===== src/tcv_pkg.sv =====
// Shared types, codes and helpers for the transposed convolution engine.
// No dependencies; the files that use it refer to it by scoped names.
package tcv_pkg;

  localparam logic [2:0] KIND_WEIGHT = 3'd0;
  localparam logic [2:0] KIND_BIAS   = 3'd1;
  localparam logic [2:0] KIND_ELEM   = 3'd2;
  localparam logic [2:0] KIND_READ   = 3'd3;
  localparam logic [2:0] KIND_CLEAR  = 3'd4;

  localparam logic [3:0] REG_OUT_HEIGHT    = 4'd0;
  localparam logic [3:0] REG_OUT_WIDTH     = 4'd1;
  localparam logic [3:0] REG_STRIDE_ROWS   = 4'd2;
  localparam logic [3:0] REG_STRIDE_COLS   = 4'd3;
  localparam logic [3:0] REG_DILATION_ROWS = 4'd4;
  localparam logic [3:0] REG_DILATION_COLS = 4'd5;
  localparam logic [3:0] REG_PAD_TOP       = 4'd6;
  localparam logic [3:0] REG_PAD_LEFT      = 4'd7;

  typedef struct packed {
    logic [2:0]         kind;
    logic [1:0]         in_channel;
    logic [1:0]         out_map;
    logic [5:0]         row_index;
    logic [5:0]         col_index;
    logic signed [15:0] value;
  } in_item_t;

  typedef struct packed {
    logic signed [39:0] result_value;
    logic               out_of_range;
  } out_item_t;

  typedef struct packed {
    logic [3:0]  index;
    logic [31:0] wdata;
  } cfg_write_t;

  typedef struct packed {
    logic [6:0] out_height;
    logic [6:0] out_width;
    logic [3:0] stride_rows;
    logic [3:0] stride_cols;
    logic [3:0] dilation_rows;
    logic [3:0] dilation_cols;
    logic [4:0] pad_top;
    logic [4:0] pad_left;
  } cfg_regs_t;

  // Classified command handed from the front to the back
  typedef struct packed {
    logic [2:0]         kind;
    logic [1:0]         in_channel;
    logic [1:0]         out_map;
    logic [5:0]         row_index;
    logic [5:0]         col_index;
    logic signed [15:0] value;
    logic               oor;
  } cmd_t;

  typedef struct packed {
    logic init_busy;
  } back_status_t;

  localparam int QUEUE_DEPTH = 4;

  function automatic logic signed [39:0] sat40(input logic signed [40:0] v);
    logic signed [39:0] r;
    if (v[40] != v[39]) begin
      r = v[40] ? {1'b1, 39'd0} : {1'b0, {39{1'b1}}};
    end else begin
      r = v[39:0];
    end
    return r;
  endfunction

endpackage


===== src/tcv_ifs.sv =====
// Valid/ready channel interfaces for items, results and register writes.
// Depends on tcv_pkg for the payload types.
interface tcv_in_if;
  logic               valid;
  logic               ready;
  tcv_pkg::in_item_t  data;
  modport source (output valid, output data, input ready);
  modport sink   (input valid, input data, output ready);
endinterface



===== src/tcv_front.sv =====
// Front end: accepts items, drops those that do nothing, flags reads outside the shape.
// Depends on tcv_pkg and tcv_ifs.
module tcv_front #(
  parameter int OUT_MAX     = 64,
  parameter int IN_MAX      = 64,
  parameter int KERNEL_ROWS = 3,
  parameter int KERNEL_COLS = 3,
  parameter int IN_CHANNELS = 4,
  parameter int OUT_MAPS    = 4
) (
  input  tcv_pkg::cfg_regs_t    cfg,
  input  tcv_pkg::back_status_t status,
  input  logic                  q_full,
  tcv_in_if.sink                in_ch,
  output logic                  push,
  output tcv_pkg::cmd_t         push_data
);

  int  h_lim, w_lim;
  logic keep;
  logic ch_ok, map_ok;

  always_comb begin
    h_lim  = (int'(cfg.out_height) > OUT_MAX) ? OUT_MAX : int'(cfg.out_height);
    w_lim  = (int'(cfg.out_width) > OUT_MAX) ? OUT_MAX : int'(cfg.out_width);
    ch_ok  = int'(in_ch.data.in_channel) < IN_CHANNELS;
    map_ok = int'(in_ch.data.out_map) < OUT_MAPS;
    case (in_ch.data.kind)
      tcv_pkg::KIND_WEIGHT: keep = ch_ok && map_ok &&
                                   (int'(in_ch.data.row_index) < KERNEL_ROWS) &&
                                   (int'(in_ch.data.col_index) < KERNEL_COLS);
      tcv_pkg::KIND_BIAS:   keep = map_ok;
      tcv_pkg::KIND_ELEM:   keep = ch_ok && (int'(in_ch.data.row_index) < IN_MAX) &&
                                   (int'(in_ch.data.col_index) < IN_MAX);
      tcv_pkg::KIND_READ:   keep = 1'b1;
      tcv_pkg::KIND_CLEAR:  keep = 1'b1;
      default:              keep = 1'b0;
    endcase
    push_data.kind       = in_ch.data.kind;
    push_data.in_channel = in_ch.data.in_channel;
    push_data.out_map    = in_ch.data.out_map;
    push_data.row_index  = in_ch.data.row_index;
    push_data.col_index  = in_ch.data.col_index;
    push_data.value      = in_ch.data.value;
    push_data.oor        = !(map_ok && (int'(in_ch.data.row_index) < h_lim) &&
                             (int'(in_ch.data.col_index) < w_lim));
  end

  // hold off while the accumulators are swept after reset
  assign in_ch.ready = !q_full && !status.init_busy;
  assign push        = in_ch.valid && in_ch.ready && keep;

endmodule


===== src/flat_wrapper.sv =====
// flat-port wrapper written by rule: the top's interface ports become plain ports
module tcv_front_flat 
#(
  parameter int OUT_MAX     = 64,
  parameter int IN_MAX      = 64,
  parameter int KERNEL_ROWS = 3,
  parameter int KERNEL_COLS = 3,
  parameter int IN_CHANNELS = 4,
  parameter int OUT_MAPS    = 4
)
  (cfg, status, q_full, push, push_data, in_ch_valid, in_ch_data, in_ch_ready);
  tcv_in_if in_ch_i ();
  input  tcv_pkg::cfg_regs_t cfg;
  input  tcv_pkg::back_status_t status;
  input  logic q_full;
  output logic push;
  output tcv_pkg::cmd_t push_data;
  input wire logic [$bits(in_ch_i.valid)-1:0] in_ch_valid;
  input wire logic [$bits(in_ch_i.data)-1:0] in_ch_data;
  output wire logic [$bits(in_ch_i.ready)-1:0] in_ch_ready;
  assign in_ch_i.valid = in_ch_valid;
  assign in_ch_i.data = in_ch_data;
  assign in_ch_ready = in_ch_i.ready;
  tcv_front #(.OUT_MAX(OUT_MAX), .IN_MAX(IN_MAX), .KERNEL_ROWS(KERNEL_ROWS), .KERNEL_COLS(KERNEL_COLS), .IN_CHANNELS(IN_CHANNELS), .OUT_MAPS(OUT_MAPS)) u_core (.cfg(cfg), .status(status), .q_full(q_full), .in_ch(in_ch_i), .push(push), .push_data(push_data));
endmodule

===== config.mk =====
export PLATFORM = sky130hd
export DESIGN_NAME = tcv_front_flat
export DESIGN_NICKNAME = d
export VERILOG_FILES = /design/src/tcv_pkg.sv /design/src/tcv_ifs.sv /design/src/tcv_front.sv /design/src/flat_wrapper.sv
export SDC_FILE = /design/constraint.sdc
export NUM_CORES = 1
export LEC_CHECK = 0
export CORE_AREA = 2 2 45 47
export DETAILED_ROUTE_END_ITERATION = 16
export DIE_AREA = 0 0 47 49
export DONT_BUFFER_PORTS = 1
export GPL_ROUTABILITY_DRIVEN = 1
export PLACE_DENSITY_LB_ADDON = 0.2
export RECOVER_POWER = 50
export SLEW_MARGIN = 25
export SYNTH_ARGS = -nofsm -noshare
export SYNTH_HDL_FRONTEND = slang
export SYNTH_SLANG_ARGS = --single-unit

===== constraint.sdc =====
create_clock -name vclk -period 2.5
set_input_delay 0.5 -clock vclk [all_inputs]
set_output_delay 0.5 -clock vclk [all_outputs]
set_load 0.005 [all_outputs]

Yosys cells after proc, flatten, opt, wreduce, memory -nomap -nowiden
Index checks and enable logic that the tools add are counted.
{"block": "totals", "reg_bits": 0, "latchBits": 0, "ram_bits": 0, "rom_bits": 0, "input_bits": 78, "out_inout_bits": 38, "wordCells": 23, "n_memories": 0}
{"block": "op_classes", "addsub": 0, "n_mul": 0, "div": 0, "magnitude_cmp": 6, "eq_ne": 4, "n_shift": 0, "muxes": 3, "bitwise": 0, "reduce_logical": 10}
{"cell": "$lt A7 B32 Y1", "n": 2}
{"cell": "$gt A7 B7 Y1 const B", "n": 2}
{"cell": "$mux W7", "n": 2}
{"cell": "$lt A6 B2 Y1 const B", "n": 2}
{"cell": "$eq A3 B2 Y1 const B", "n": 2}
{"cell": "$logic_and A1 B1 Y1", "n": 5}
{"cell": "$reduce_or A4 Y1", "n": 1}
{"cell": "$eq A3 B1 Y1 const B", "n": 1}
{"cell": "$eq A3 B3 Y1 const B", "n": 1}
{"cell": "$logic_not A1 Y1", "n": 3}
{"cell": "$logic_not A3 Y1", "n": 1}
{"cell": "$pmux W1 S2", "n": 1}

Logic depth before layout (Yosys ltp)
{"block": "logic_depth", "ltp_word": 5, "depth_mapped": 6, "mapped_depth_nobuf": 6}

Least setup slack after synthesis
OpenSTA, ideal clock, no wires.
{"block": "synth_timing", "kind": "input to output", "start": "input cfg[32] (netlist name)", "end": "output push_data[0] (netlist name)", "arrival_ps": 1405, "path_slack_ps": 595, "stages": 6, "n_path_buf": 0, "path_cell_list": "nand2b_1 ha_1 nor4b_2 o21ai_0 a31oi_1 o31ai_1"}
{"element": "start, declared", "line": "flat_wrapper.sv:13", "rtl": "input tcv_pkg::cfg_regs_t cfg;"}
{"element": "end, declared", "line": "flat_wrapper.sv:17", "rtl": "output tcv_pkg::cmd_t push_data;"}

==> results.sh <==
export IMPL_gp_congestion=0.668
export IMPL_path_max_fanout=8
export IMPL_power_density_nw_per_um2=114
export IMPL_tightestPinTransition_ps=294
export IMPL_max_clock_freq_ghz=0.502
export IMPL_status="finished, final reports clean"
export IMPL_combPwrFrac_pct=100.0
export IMPL_io_pins=116
export IMPL_setup_worst_path_start="cfg[32]"
export IMPL_coreArea_sq_um=1840
export IMPL_power_share_clock_pct=0
export IMPL_grt_overflow=0
export IMPL_grt_pass1_vias=326
export IMPL_antenna_found_initial=0
export IMPL_grt_max_degree=9
export IMPL_die_x_um=47
export IMPL_ant_nets=0
export IMPL_grt_first_pass_wirelength_mm=1.30
export IMPL_start_util_pct=32.5
export IMPL_internal_power_uw=22.6
export IMPL_yosysSeqAreaShare_pct=0
export IMPL_synth_top_area_cell="buf_4"
export IMPL_report_final_hold_viol_count=0
export IMPL_cp_endpoint="push_data[0]"
export IMPL_nClkBuffers=0
export IMPL_crit_arrival_ps=1490
export IMPL_dr_pass1_iters=3
export IMPL_syn_nets=168
export IMPL_dieArea_sq_um=2300
export IMPL_layout_min_cycle_time_ps=1990
export IMPL_drive_gt1_share_pct=2.22
export IMPL_synth_top_area_share_pct=43.8
export IMPL_cts_setup_buffers=0
export IMPL_end_kind="primary output"
export IMPL_fill_cells=229
export IMPL_avgSynthCellArea_sq_um=7.49
export IMPL_area_growth_pct=-38.2
export IMPL_slew_viol_final=0
export IMPL_placed_cell_area_sq_um=370
export IMPL_rsz0062_at_grt="false"
export IMPL_power_leakage_uw=0.000131
export IMPL_hold_slack_ps=1000
export IMPL_design_area_sq_um=370
export IMPL_diodes=0
export IMPL_dp_hpwl_um=947
export IMPL_vdd_drop_max_v=0.0000158
export IMPL_worst_setup_path_start_kind="input pin"
export IMPL_syn_area_sq_um=599
export IMPL_switching_share_pct=46.2
export IMPL_timing_final_ws_setup_ps=509
export IMPL_max_slew_margin_pct=80.3
export IMPL_io_buffers=0
export IMPL_ctsResizeCount=0
export IMPL_p_sw_uw=19.4
export IMPL_stdcell_count=72
export IMPL_finalCritPeriodShare_pct=79.6
export IMPL_pwr_share_seq_pct=0
export IMPL_drc_errors=0
export IMPL_required_ps=2000
export IMPL_dp_cells=72
export IMPL_critPathKind="in2out"
export IMPL_timing_max_cap_violations=0
export IMPL_finalSetupTns_ps=0
export IMPL_wl_per_cell_um=14.8
export IMPL_avgViaCountPerCell=5.11
export IMPL_first_iter_violations=2
export IMPL_seq_cell_count=0
export IMPL_num_vias=368
export IMPL_synthCells=80
export IMPL_dieHeight_um=49
export IMPL_hp_class="in2out"
export IMPL_grt_usage_pct=7.24
export IMPL_row_count=16
export IMPL_nNetsFinal=135
export IMPL_cts_hold_buf=0
export IMPL_seq_area_sq_um=0
export IMPL_post_place_ws_ps=472
export IMPL_synth_cell_types=18
export IMPL_setup_viol=0
export IMPL_yosys_top_cells_area="buf_4 44%, ha_1 21%, nand2b_1 10%, a21oi_1 3.3%, o21ai_0 3.3%"
export IMPL_ys_warn_count=0
export IMPL_drt_total_wl_mm=1.07
-- cell usage after synthesis, drive strengths merged (2+ instances only) --
library cell	n
buf	35
nand3	2
nor2	3
nor4b	2
nand2b	10
nor4	2
o21ai	4
a21oi	4
ha	10
-- kinds of logic after synthesis --
group	after synthesis	synth area share, %
compound gates	13	12.5
fa+ha+maj	10	20.9
buf+inv	35	43.8
simple gates	22	22.8
-- critical path: stages --
cell and delay, ps:
nand2b_1 120, ha_1 200, nor4b_2 250, o21ai_0 120
a31oi_1 180, o31ai_1 120
-- routing by layer --
metal	up-vias	part of all wire [%]	track usage, %
met1	156	35	7.33
met5	-	0	0
met4	0	2.6	2.78
li1	175	-	-
met3	8	18	2.96
met2	29	44	12.6
-- layout by cell type (no fill, tap or decap) --
master    instances
nor3_1            1
o21bai_1          1
a22oi_1           1
ha_1             10
nand2b_1         10
nor4b_1           1
nor4b_2           1
o31ai_1           1
o21ai_0           4
a21oi_1           4
nand2_1           1
nor3b_1           1
a31oi_1           1
nand3_1           2
o22ai_1           1
nor4_1            2
nor2_1            3
-- layout make-up --
cell class | count | area, sq um | share of cell area (%)
well taps | 27 | 33.8 | 9.12
multi-input cells | 45 | 337 | 90.9
-- stage by stage --
| stage | util, % | power, uW |
|---|---|---|
| 2_1_floorplan | - | 81.1 |
| 4_1_cts | 20.1 | 43.7 |
| 3_5_place_dp | 20.1 | 43.1 |
| 6_report | 20.1 | 42.1 |
| 5_1_grt | 20.1 | 50.2 |
| 3_3_place_gp | 20.1 | 42.9 |
-- how the worst min path moves through the flow --
stage / cells past startpoint / to / slack, ps / startpoint
floorplan: 1 / in_ch_ready / 1030 / q_full
global placement: 0 / push_data[11] / 1000 / in_ch_data[10]
detailed placement: 0 / push_data[11] / 1000 / in_ch_data[10]
CTS: 0 / push_data[11] / 1000 / in_ch_data[10]
global route: 0 / push_data[13] / 1000 / in_ch_data[12]
finish: 0 / push_data[13] / 1000 / in_ch_data[12]
-- power by group through the flow --
stage                     sequential (uW)  clock (uW)  combinational (uW)
after floorplan                         0           0                81.1
after global placement                  0           0                42.9
after detailed placement                0           0                43.1
after CTS                               0           0                43.7
after global routing                    0           0                50.2
final                                   0           0                42.1
Note: power is estimated with default switching activity, not from simulation.
