File: src/tcv_pkg.sv
// Shared types, codes and helpers for the transposed convolution engine.
// No dependencies; the files that use it refer to it by scoped names.
package tcv_pkg;

  localparam logic [2:0] KIND_WEIGHT = 3'd0;
  localparam logic [2:0] KIND_BIAS   = 3'd1;
  localparam logic [2:0] KIND_ELEM   = 3'd2;
  localparam logic [2:0] KIND_READ   = 3'd3;
  localparam logic [2:0] KIND_CLEAR  = 3'd4;

  localparam logic [3:0] REG_OUT_HEIGHT    = 4'd0;
  localparam logic [3:0] REG_OUT_WIDTH     = 4'd1;
  localparam logic [3:0] REG_STRIDE_ROWS   = 4'd2;
  localparam logic [3:0] REG_STRIDE_COLS   = 4'd3;
  localparam logic [3:0] REG_DILATION_ROWS = 4'd4;
  localparam logic [3:0] REG_DILATION_COLS = 4'd5;
  localparam logic [3:0] REG_PAD_TOP       = 4'd6;
  localparam logic [3:0] REG_PAD_LEFT      = 4'd7;

  typedef struct packed {
    logic [2:0]         kind;
    logic [1:0]         in_channel;
    logic [1:0]         out_map;
    logic [5:0]         row_index;
    logic [5:0]         col_index;
    logic signed [15:0] value;
  } in_item_t;

  typedef struct packed {
    logic signed [39:0] result_value;
    logic               out_of_range;
  } out_item_t;

  typedef struct packed {
    logic [3:0]  index;
    logic [31:0] wdata;
  } cfg_write_t;

  typedef struct packed {
    logic [6:0] out_height;
    logic [6:0] out_width;
    logic [3:0] stride_rows;
    logic [3:0] stride_cols;
    logic [3:0] dilation_rows;
    logic [3:0] dilation_cols;
    logic [4:0] pad_top;
    logic [4:0] pad_left;
  } cfg_regs_t;

  // Classified command handed from the front to the back
  typedef struct packed {
    logic [2:0]         kind;
    logic [1:0]         in_channel;
    logic [1:0]         out_map;
    logic [5:0]         row_index;
    logic [5:0]         col_index;
    logic signed [15:0] value;
    logic               oor;
  } cmd_t;

  typedef struct packed {
    logic init_busy;
  } back_status_t;

  localparam int QUEUE_DEPTH = 4;

  function automatic logic signed [39:0] sat40(input logic signed [40:0] v);
    logic signed [39:0] r;
    if (v[40] != v[39]) begin
      r = v[40] ? {1'b1, 39'd0} : {1'b0, {39{1'b1}}};
    end else begin
      r = v[39:0];
    end
    return r;
  endfunction

endpackage

File: src/tcv_queue.sv
// Short command queue between front and back.
// Depends on tcv_pkg.
module tcv_queue (
  input  logic          clk,
  input  logic          rst_n,
  input  logic          push,
  input  tcv_pkg::cmd_t push_data,
  output logic          full,
  output logic          q_valid,
  output tcv_pkg::cmd_t q_head,
  input  logic          q_pop
);

  localparam int PW = $clog2(tcv_pkg::QUEUE_DEPTH);

  tcv_pkg::cmd_t q_r [tcv_pkg::QUEUE_DEPTH];
  logic [PW-1:0] wr_ptr_r, rd_ptr_r;
  logic [PW:0]   count_r;
  logic          do_push, do_pop;

  assign full    = count_r == (PW+1)'(tcv_pkg::QUEUE_DEPTH);
  assign q_valid = count_r != '0;
  assign q_head  = q_r[rd_ptr_r];
  assign do_push = push && !full;
  assign do_pop  = q_pop && q_valid;

  always_ff @(posedge clk) begin
    if (do_push) begin
      q_r[wr_ptr_r] <= push_data;
    end
  end

  always_ff @(posedge clk) begin
    if (!rst_n) begin
      wr_ptr_r <= '0;
      rd_ptr_r <= '0;
      count_r  <= '0;
    end else begin
      if (do_push) wr_ptr_r <= wr_ptr_r + 1'b1;
      if (do_pop)  rd_ptr_r <= rd_ptr_r + 1'b1;
      case ({do_push, do_pop})
        2'b10:   count_r <= count_r + 1'b1;
        2'b01:   count_r <= count_r - 1'b1;
        default: count_r <= count_r;
      endcase
    end
  end

endmodule

File: config.mk
export PLATFORM = sky130hd
export DESIGN_NAME = tcv_queue
export DESIGN_NICKNAME = d
export VERILOG_FILES = /design/src/tcv_pkg.sv /design/src/tcv_queue.sv
export SDC_FILE = /design/constraint.sdc
export NUM_CORES = 1
export LEC_CHECK = 0
export BUFFER_PORTS_ARGS = -buffer_cell sky130_fd_sc_hd__buf_2
export CAP_MARGIN = 20
export CORE_MARGIN = 10
export CORE_UTILIZATION = 55
export DETAILED_ROUTE_END_ITERATION = 10
export GPL_TIMING_DRIVEN = 0
export PLACE_DENSITY_LB_ADDON = 0.3
export SYNTH_ARGS = -nofsm -noshare
export SYNTH_HDL_FRONTEND = slang
export SYNTH_SLANG_ARGS = --single-unit
File: constraint.sdc
create_clock -name clk -period 2.4 [get_ports clk]
set_input_delay 0.12 -clock clk [delete_from_list [all_inputs] [get_ports clk]]
set_output_delay 0.12 -clock clk [all_outputs]
set_load 0.005 [all_outputs]
* Word-level counts from Yosys, hierarchy flattened
Memory sizes are Yosys's and may differ from the RTL's. A register that Yosys moved wholly into a read port is not among the register bits.
Index checks and enable logic that the tools add are counted.
** Cells by class
- Order comparisons :: 0
- Reduce and logical (&&, ||, !) cells :: 5
- Shift operators :: 0
- Div/mod/pow operators :: 0
- Add/sub/neg operators :: 4
- Eq/ne operators :: 3
- Bitwise gates (word level) :: 0
- Multiplexer cells :: 5
- Multipliers :: 0
** Operator list (count)
- $pmux W3 S2 :: 1
- $add A2 B1 Y2 const B :: 2
- $mux W2 :: 2
- $add A3 B1 Y3 const B :: 1
- $eq A3 B3 Y1 const B :: 1
- $reduce_bool A3 Y1 :: 1
- $sub A3 B1 Y3 const B :: 1
- $eq A2 B1 Y1 const B :: 1
- $eq A2 B2 Y1 const B :: 1
- $logic_and A1 B1 Y1 :: 2
- $mux W1 :: 2
- $reduce_bool A2 Y1 :: 1
- $logic_not A1 Y1 :: 1
** Word-level totals
- Memories :: 1
- Register bits after elaboration :: 7
- Output and inout bits :: 38
- Bits in writable memories :: 144
- Bits in latches :: 0
- Logic and storage cells :: 21
- Memory bits (read-only) :: 0
** Memory list
- q_r :: depth 4, bits a word 36, rd ports 1, clocked after Yosys merged registers in 1, write ports 1, RTL line tcv_queue.sv:16 : tcv_pkg::cmd_t q_r [tcv_pkg::QUEUE_DEPTH];

* Depth between registers and ports, before layout
Gate-level depths: netlist of run 1.
- Depth after elaboration :: 5
- Mapped depth :: 10
- Mapped depth without buffers :: 9

* Worst setup path after synthesis of run 1
Ideal clock, no wire load.
- Path kind :: flip-flop to flip-flop
- Start :: reg count_r[2]
- End :: reg count_r[2]
- Cell stages (with the launch flop) :: 11
- Data arrival time :: 2.000 ns
- Slack :: 0.325 ns
- Library setup time :: 0.076 ns
- Buffers on the path :: 1
- Cell sequence :: dfxtp_1 nor3b_2 nor2b_1 buf_2 inv_1 ha_1 inv_1 fa_1 xor2_1 or3_1 a21boi_0
** Between the ends
- Cells in the longest elaborated chain, start to end :: 5
- Elaborated cells on any way between the ends :: 11
** Ends and longest elaborated chain
- start, declared :: RTL line tcv_queue.sv:18 : logic [PW:0] count_r;
- start signal, assigned :: RTL line tcv_queue.sv:42 : 2'b10: count_r <= count_r + 1'b1;
- start signal, assigned :: RTL line tcv_queue.sv:43 : 2'b01: count_r <= count_r - 1'b1;
- start signal, assigned :: RTL line tcv_queue.sv:44 : default: count_r <= count_r;
- $eq A3 B3 Y1 (*) :: RTL line tcv_queue.sv:21 : assign full = count_r == (PW+1)'(tcv_pkg::QUEUE_DEPTH);
- net full :: RTL line tcv_queue.sv:8 : output logic full,
- $logic_not A1 Y1 (*) :: RTL line tcv_queue.sv:24 : assign do_push = push && !full;
- $logic_and A1 B1 Y1 (*) :: RTL line tcv_queue.sv:24
- $eq A2 B1 Y1 or $eq A2 B2 Y1 (tied branches) :: RTL line tcv_queue.sv:41 : case ({do_push, do_pop})
- $pmux W3 S2 or $reduce_bool A2 Y1 (tied branches)
The timed path passes the listed nets; every way through them passes the cells marked *.
A chain may end at the register's enable or synchronous reset.

* Final worst setup path of run 1
- Start :: reg count_r[1]
- End :: reg count_r[2]
** Between the ends
- Cells in the longest elaborated chain, start to end :: 5
- Elaborated cells on any way between the ends :: 11
** Ends and longest elaborated chain (RTL line)
- $eq A3 B3 Y1 :: tcv_queue.sv:21
- $logic_not A1 Y1 :: tcv_queue.sv:24
- $logic_and A1 B1 Y1 :: tcv_queue.sv:24
- $eq A2 B1 Y1 or $eq A2 B2 Y1 (tied branches) :: tcv_queue.sv:41
- $pmux W3 S2 or $reduce_bool A2 Y1 (tied branches)
Parallel ways exist; a longest one is shown, timed or not.

==> impl_metrics.yaml, run 1 <==
routing:
  drc_errors: 0
  dr_total_vias: 2716
  ant_nets: 0
  drt_iter0_drc: 135
  firstDrtPassIters: 4
  wl_per_cell_um: 19.1
  viasPerCell: 5.18
  finalWirelength_mm: 10.0
final_layout:
  area_growth_pct: 27.9
  antennaDiodeCount: 0
  fin_cells: 524
  nNetsFinal: 421
  drive_above_1_share_pct: 39.9
grt:
  overflow: 0
  grt_pass1_vias: 2990
  grt_max_degree: 32
  gr-usage-all-layers_pct: 14.0
  antenna_found_initial: 0
  grt_pass1_wl_mm: 15.8
critical_path:
  crit_arrival_ns: 2.60
  critical_path_class: "reg -> reg"
  worst_ep_required_time_ns: 2.82
  cp-end-kind: "register"
  cp_max_fo: 7
  cp-start-kind: "register"
power_and_ir_drop:
  peakVddDrop_uv: 568
  power_density_nw_per_um2: 1030
  leakagePower_nw: 2.57
yosys:
  yosysWarningCount: 0
  yosysSeqAreaShare_pct: 78.4
  syn-num-nets: 286
  synth_area_sq_um: 5750
  synth-seq-cells: 153
  syn_avg_cell_area_sq_um: 23.9
  synthTopCellsByArea: "edfxtp_1, mux4_2, dfxtp_1, mux4_1, ha_1"
  synth_top_cell_by_area: "edfxtp_1"
  yosysTopAreaCellShare_pct: 75.2
  ys_types: 24
  netlist_instances: 240
clock_tree:
  post_cts_buffers: 0
  cts_num_sinks: 153
  clock_latency_ns: 0.50
  root_buffer: "clkbuf_8"
  cts.path.max_buffers: 2
  cts_tree: "done"
  cts_inserted_buffers: 17
  htreeDepth: 4
  clkTransAtPathRegs_ns: 0.06
floorplanning:
  die_width_um: 122
  row_count: 37
  pin_count: 78
  core_area_sq_um: 10200
  die_area_sq_um: 14900
  die_h_um: 122
  initial_core_util_pct: 56.2
timing:
  skew_ns: 0.00632
  fin_tns_setup_ns: 0
  layout_setup_ws_ns: 0.215
  finalHoldViolCount: 0
  setup_violations: 0
  rsz0062_at_grt: "no"
  maxSlewHeadroom_pct: 66.0
  final.min_clock_period_ns: 2.18
  period_share_pct: 91.0
  fmax_mhz: 458
  tightest_slew_ns: 0.510
  report.final.slew_viol_count: 0
placed_design:
  dpl.hpwl_mm: 6.39
  place_congestion: 0.716
  pre_cts_slack_ns: 0.157
  dp.cells: 456
  port_buffers: 76
flow_run:
  cap_violations: 0
run_status:
  status: "complete, no violations"
min_path:
  min_path_type: "in -> reg"
where the power goes:
part	internal, mW	switching [mW]	total (mW)
combinational	0.943	0.741	1.68
clock	1.60	1.00	2.60
sequential	3.22	0.0901	3.31
total	5.76	1.84	7.60
metrics by stage:
stage	hold slack (ns)	total power [mW]	instance area, sq um	util [%]
after CTS	0.00933	7.72	7350	71.8
after floorplan	0.219	4.42	5750	-
after global placement	0.332	4.98	6300	61.6
after detailed placement	0.338	5.06	6400	62.5
final	0.0194	7.60	7350	71.8
after global routing	0.0316	7.95	7350	71.8
routing by layer:
layer	part of all wire, %	routed length [um]	vias up	track usage, %
met5	0	0	-	0
met4	1.2	119	0	5.74
met3	5.5	556	10	3.99
met2	53	5280	69	23.4
met1	41	4070	1363	16.9
li1	-	-	1274	-
critical path, stage by stage, from the launching register on:
cell,delay [ns]
dfxtp_1,0.37
nor3b_2,0.22
nor2b_1,0.06
buf_2,0.16
inv_1,0.06
ha_1,0.17
inv_1,0.06
fa_1,0.38
xor2_1,0.16
or3_1,0.31
a21boi_0,0.16
sequential cells by signal, summed over array words and instances (netlist names), named ones only:
register  flops
rd_ptr_r      2
q_r         144
count_r       3
wr_ptr_r      2
final cells by class:
cell class / instances / area (sq um)
Fill cell: 632 / 2880
Timing Repair Buffer: 116 / 836
Clock buffer: 19 / 422
Inverter: 6 / 22.5
Multi-Input combinational cell: 71 / 1120
Sequential cell: 153 / 4510
Buffer: 10 / 100
Tap cell: 136 / 170
Clock inverter: 13 / 169
logic make-up after synthesis:
group / count (synthesis) / synth area share, %
adders and majority gates: 6 / 1.44
DFF: 153 / 78.4
and+or+nand+nor: 18 / 1.85
muxes: 38 / 14.8
AOI/OAI and AO/OA: 5 / 0.740
buffers and inverters: 16 / 2.13
xor gates and xnor gates: 4 / 0.610
path summary, 6_finish.rpt:
path	startpoint	endpoint	slack [ns]	cells after the start
worst max-delay path	count_r[1]	count_r[2]	0.22	10
worst max register to register	count_r[1]	count_r[2]	0.22	10
worst min register to register	wr_ptr_r[1]	wr_ptr_r[1]	0.51	2
worst min-delay path	rst_n	count_r[2]	0.02	2
synthesized netlist by cell type:
master	number
a21boi_0	1
and2_1	7
buf_12	3
buf_2	4
buf_6	1
clkbuf_1	1
clkbuf_2	1
dfxtp_1	9
edfxtp_1	144
fa_1	1
ha_1	5
inv_1	6
mux2i_1	2
mux4_1	6
mux4_2	30
nand2_1	5
nor2b_1	3
nor3b_2	1
o21ai_0	2
o311ai_2	1
o31a_1	1
or3_1	2
xnor2_1	3
xor2_1	1
placed cells by master (no fill, tap or decap), types with 3 or more instances in the layout:
cell,instances
and2_1,3
and2_2,4
buf_12,5
buf_2,80
bufinv_16,3
clkbuf_1,3
clkbuf_16,16
dfxtp_1,8
dlygate4sd3_1,36
edfxtp_1,144
ha_1,5
inv_1,6
inv_6,3
mux4_1,6
mux4_2,30
nand2_1,5
nor2b_1,3
xnor2_1,3
timing repair:
action,4_1_cts,5_1_grt
resized for setup,0,1
setup endpoints to repair,0,1
hold buffers,36,0
hold endpoints to repair,144,0
Power figures use the tool's default switching activity.
==> run 2, diff against run 1 <==
- CORE_MARGIN: 10 -> 3
==> impl_metrics.yaml, run 2 (same netlist as run 1, synthesis figures left out) <==
floorplanning:
  die_area_sq_um: 11700
  die_h_um: 108
  initial_core_util_pct: 57.7
  die_width_um: 108
  core_area_sq_um: 9950
  row_count: 36
  pin_count: 78
grt:
  busiest_layer: "met2"
  grt_pass1_vias: 2928
  grtUsageMet2_pct: 29.9
  antenna_found_initial: 0
  gr-usage-all-layers_pct: 18.7
  grt_pass1_wl_mm: 15.7
  use_met3_pct: 4.84
  use_met1_pct: 24.9
  grt_max_degree: 25
  overflow: 0
final_layout:
  antennaDiodeCount: 0
  area_growth_pct: 27.9
  largest-register: "q_r"
  fill_cells: 609
  nNetsFinal: 422
  drive_above_1_share_pct: 40.6
  final_cell_mix: "edfxtp_1, buf_2, dlygate4sd3_1"
  layout_commonest_cell: "edfxtp_1"
  fin_cells: 522
  largestRegisters: "q_r (144), count_r (3)"
  largest_reg_flops: 144
power_and_ir_drop:
  seq_power_share_pct: 44.3
  clock_power_share_pct: 33.4
  peakVddDrop_uv: 571
  p_comb_share_pct: 22.3
  netSwitchingPower_mw: 1.84
  power_density_nw_per_um2: 1020
  leakagePower_nw: 2.58
  switching_share_pct: 24.5
  p_int_mw: 5.66
  power_mw: 7.49
timing:
  period_share_pct: 91.7
  skew_ns: 0.00931
  report.final.slew_viol_count: 0
  rsz0062_at_grt: "no"
  tightest_slew_ns: 0.581
  finalHoldViolCount: 0
  maxSlewHeadroom_pct: 61.3
  final.min_clock_period_ns: 2.20
  setup_violations: 0
  fmax_mhz: 454
clock_tree:
  clkTransAtPathRegs_ns: 0.06
  cts_inserted_buffers: 17
  root_buffer: "clkbuf_8"
  cts_tree: "done"
  htreeDepth: 4
  clock_latency_ns: 0.52
  cts.path.max_buffers: 2
  cts_num_sinks: 153
critical_path:
  cp-start-kind: "register"
  crit_chain: "nor3b_2 -> nor2b_1 -> buf_2 -> inv_1 -> ha_1 -> inv_1 -> fa_1 -> xor2_1 -> or3_1 -> a21boi_0"
  ff2ff_setup_slack_ns: 0.20
  rr_endpoint: "count_r[2]"
  crit_path_top_delay_cell: "dfxtp_1"
  rr_startpoint: "count_r[1]"
  worst_ep_required_time_ns: 2.84
  reg2reg_depth: 10
  crit_arrival_ns: 2.64
  cp_max_fo: 7
  crit_family: "simple AND/OR/NAND/NOR gates"
  critical_path_class: "reg -> reg"
  path_buf_inv: 3
  cp-startpoint: "count_r[1]"
  crit_path_frequent_cell: "inv_1"
  cp-end-kind: "register"
  max_stage_delay_ns: 0.37
placed_design:
  dp.cells: 453
  port_buffers: 76
  place_congestion: 0.642
  dpl.hpwl_mm: 5.73
flow_run:
  cap_violations: 0
min_path:
  whs_path_depth: 4
  min_path_type: "in -> reg"
  min_to: "rd_ptr_r[1]"
  hp-start: "q_pop"
routing:
  ant_nets: 0
  drc_errors: 0
  drt_iter0_drc: 130
  dr_total_vias: 2759
  finalWirelength_mm: 9.82
  wl_per_cell_um: 18.8
  viasPerCell: 5.29
  firstDrtPassIters: 4
run_status:
  status: "complete, no violations"
-- run 2: stage by stage --
step	setup WS, ns	area [sq um]	util (%)	setup TNS (ns)	hold WS (ns)
finish	0.198	7350	73.8	0	0.0645
global route	0.0359	7350	73.8	0	0.0967
CTS	0.124	7350	73.8	0	0.0395
detailed placement	0.149	6390	64.2	0	0.336
global placement	-0.385	6290	63.2	-52.93	0.330
floorplan	0.325	5750	-	0	0.219
-- run 2: worst max path at each step --
| stage | cells after the start | end | slack, ns |
|---|---|---|---|
| after floorplan | 10 | count_r[2] | 0.32 |
| after global placement | 4 | q_r[1][3] | -0.38 |
| after detailed placement | 10 | count_r[2] | 0.15 |
| after CTS | 10 | count_r[2] | 0.12 |
| after global routing | 10 | count_r[2] | 0.04 |
| final | 10 | count_r[2] | 0.20 |
-- run 2: final cells by class --
cell class              count  area (sq um)  area share, %
flip-flops and latches    153          4510           61.3
multi-input cells          71          1120           15.3
repair buffers            117           846           11.5
clock buffers              21           503           6.84
well taps                 133           166           2.26
plain buffers              10           100           1.36
clock inverters            11          80.1           1.09
inverters                   6          22.5          0.306
-- run 2: power by group through the flow --
stage          Sequential (mW)  Clock [mW]  Combinational [mW]
6_report                  3.32        2.50                1.67
5_1_grt                   3.34        2.67                1.82
4_1_cts                   3.32        2.56                1.71
3_5_place_dp              3.37           0                1.66
3_3_place_gp              3.36           0                1.59
2_1_floorplan             3.35           0                1.08
-- run 2: worst register-to-register path, delay by kind of cell (launching register included) --
family | cells | cell delay, ns
buffers and inverters | 3 | 0.30
AOI/OAI and AO/OA | 1 | 0.17
adders and majority gates | 2 | 0.55
and+or+nand+nor | 3 | 0.59
xor gates and xnor gates | 1 | 0.15
DFF | 1 | 0.37
-- run 2: layer usage --
| layer | vias to the layer above | share of wire, % |
|---|---|---|
| met2 | 59 | 51 |
| met3 | 17 | 3.8 |
| met4 | 0 | 1.8 |
| met1 | 1402 | 44 |
| li1 | 1281 | - |
| met5 | - | 0 |
-- run 2: repair_timing --
item / CTS / global route
setup buffers: 0 / 0
resized for setup: 0 / 1
hold endpoints to repair: 151 / 0
setup endpoints to repair: 0 / 1
hold buffers: 37 / 0
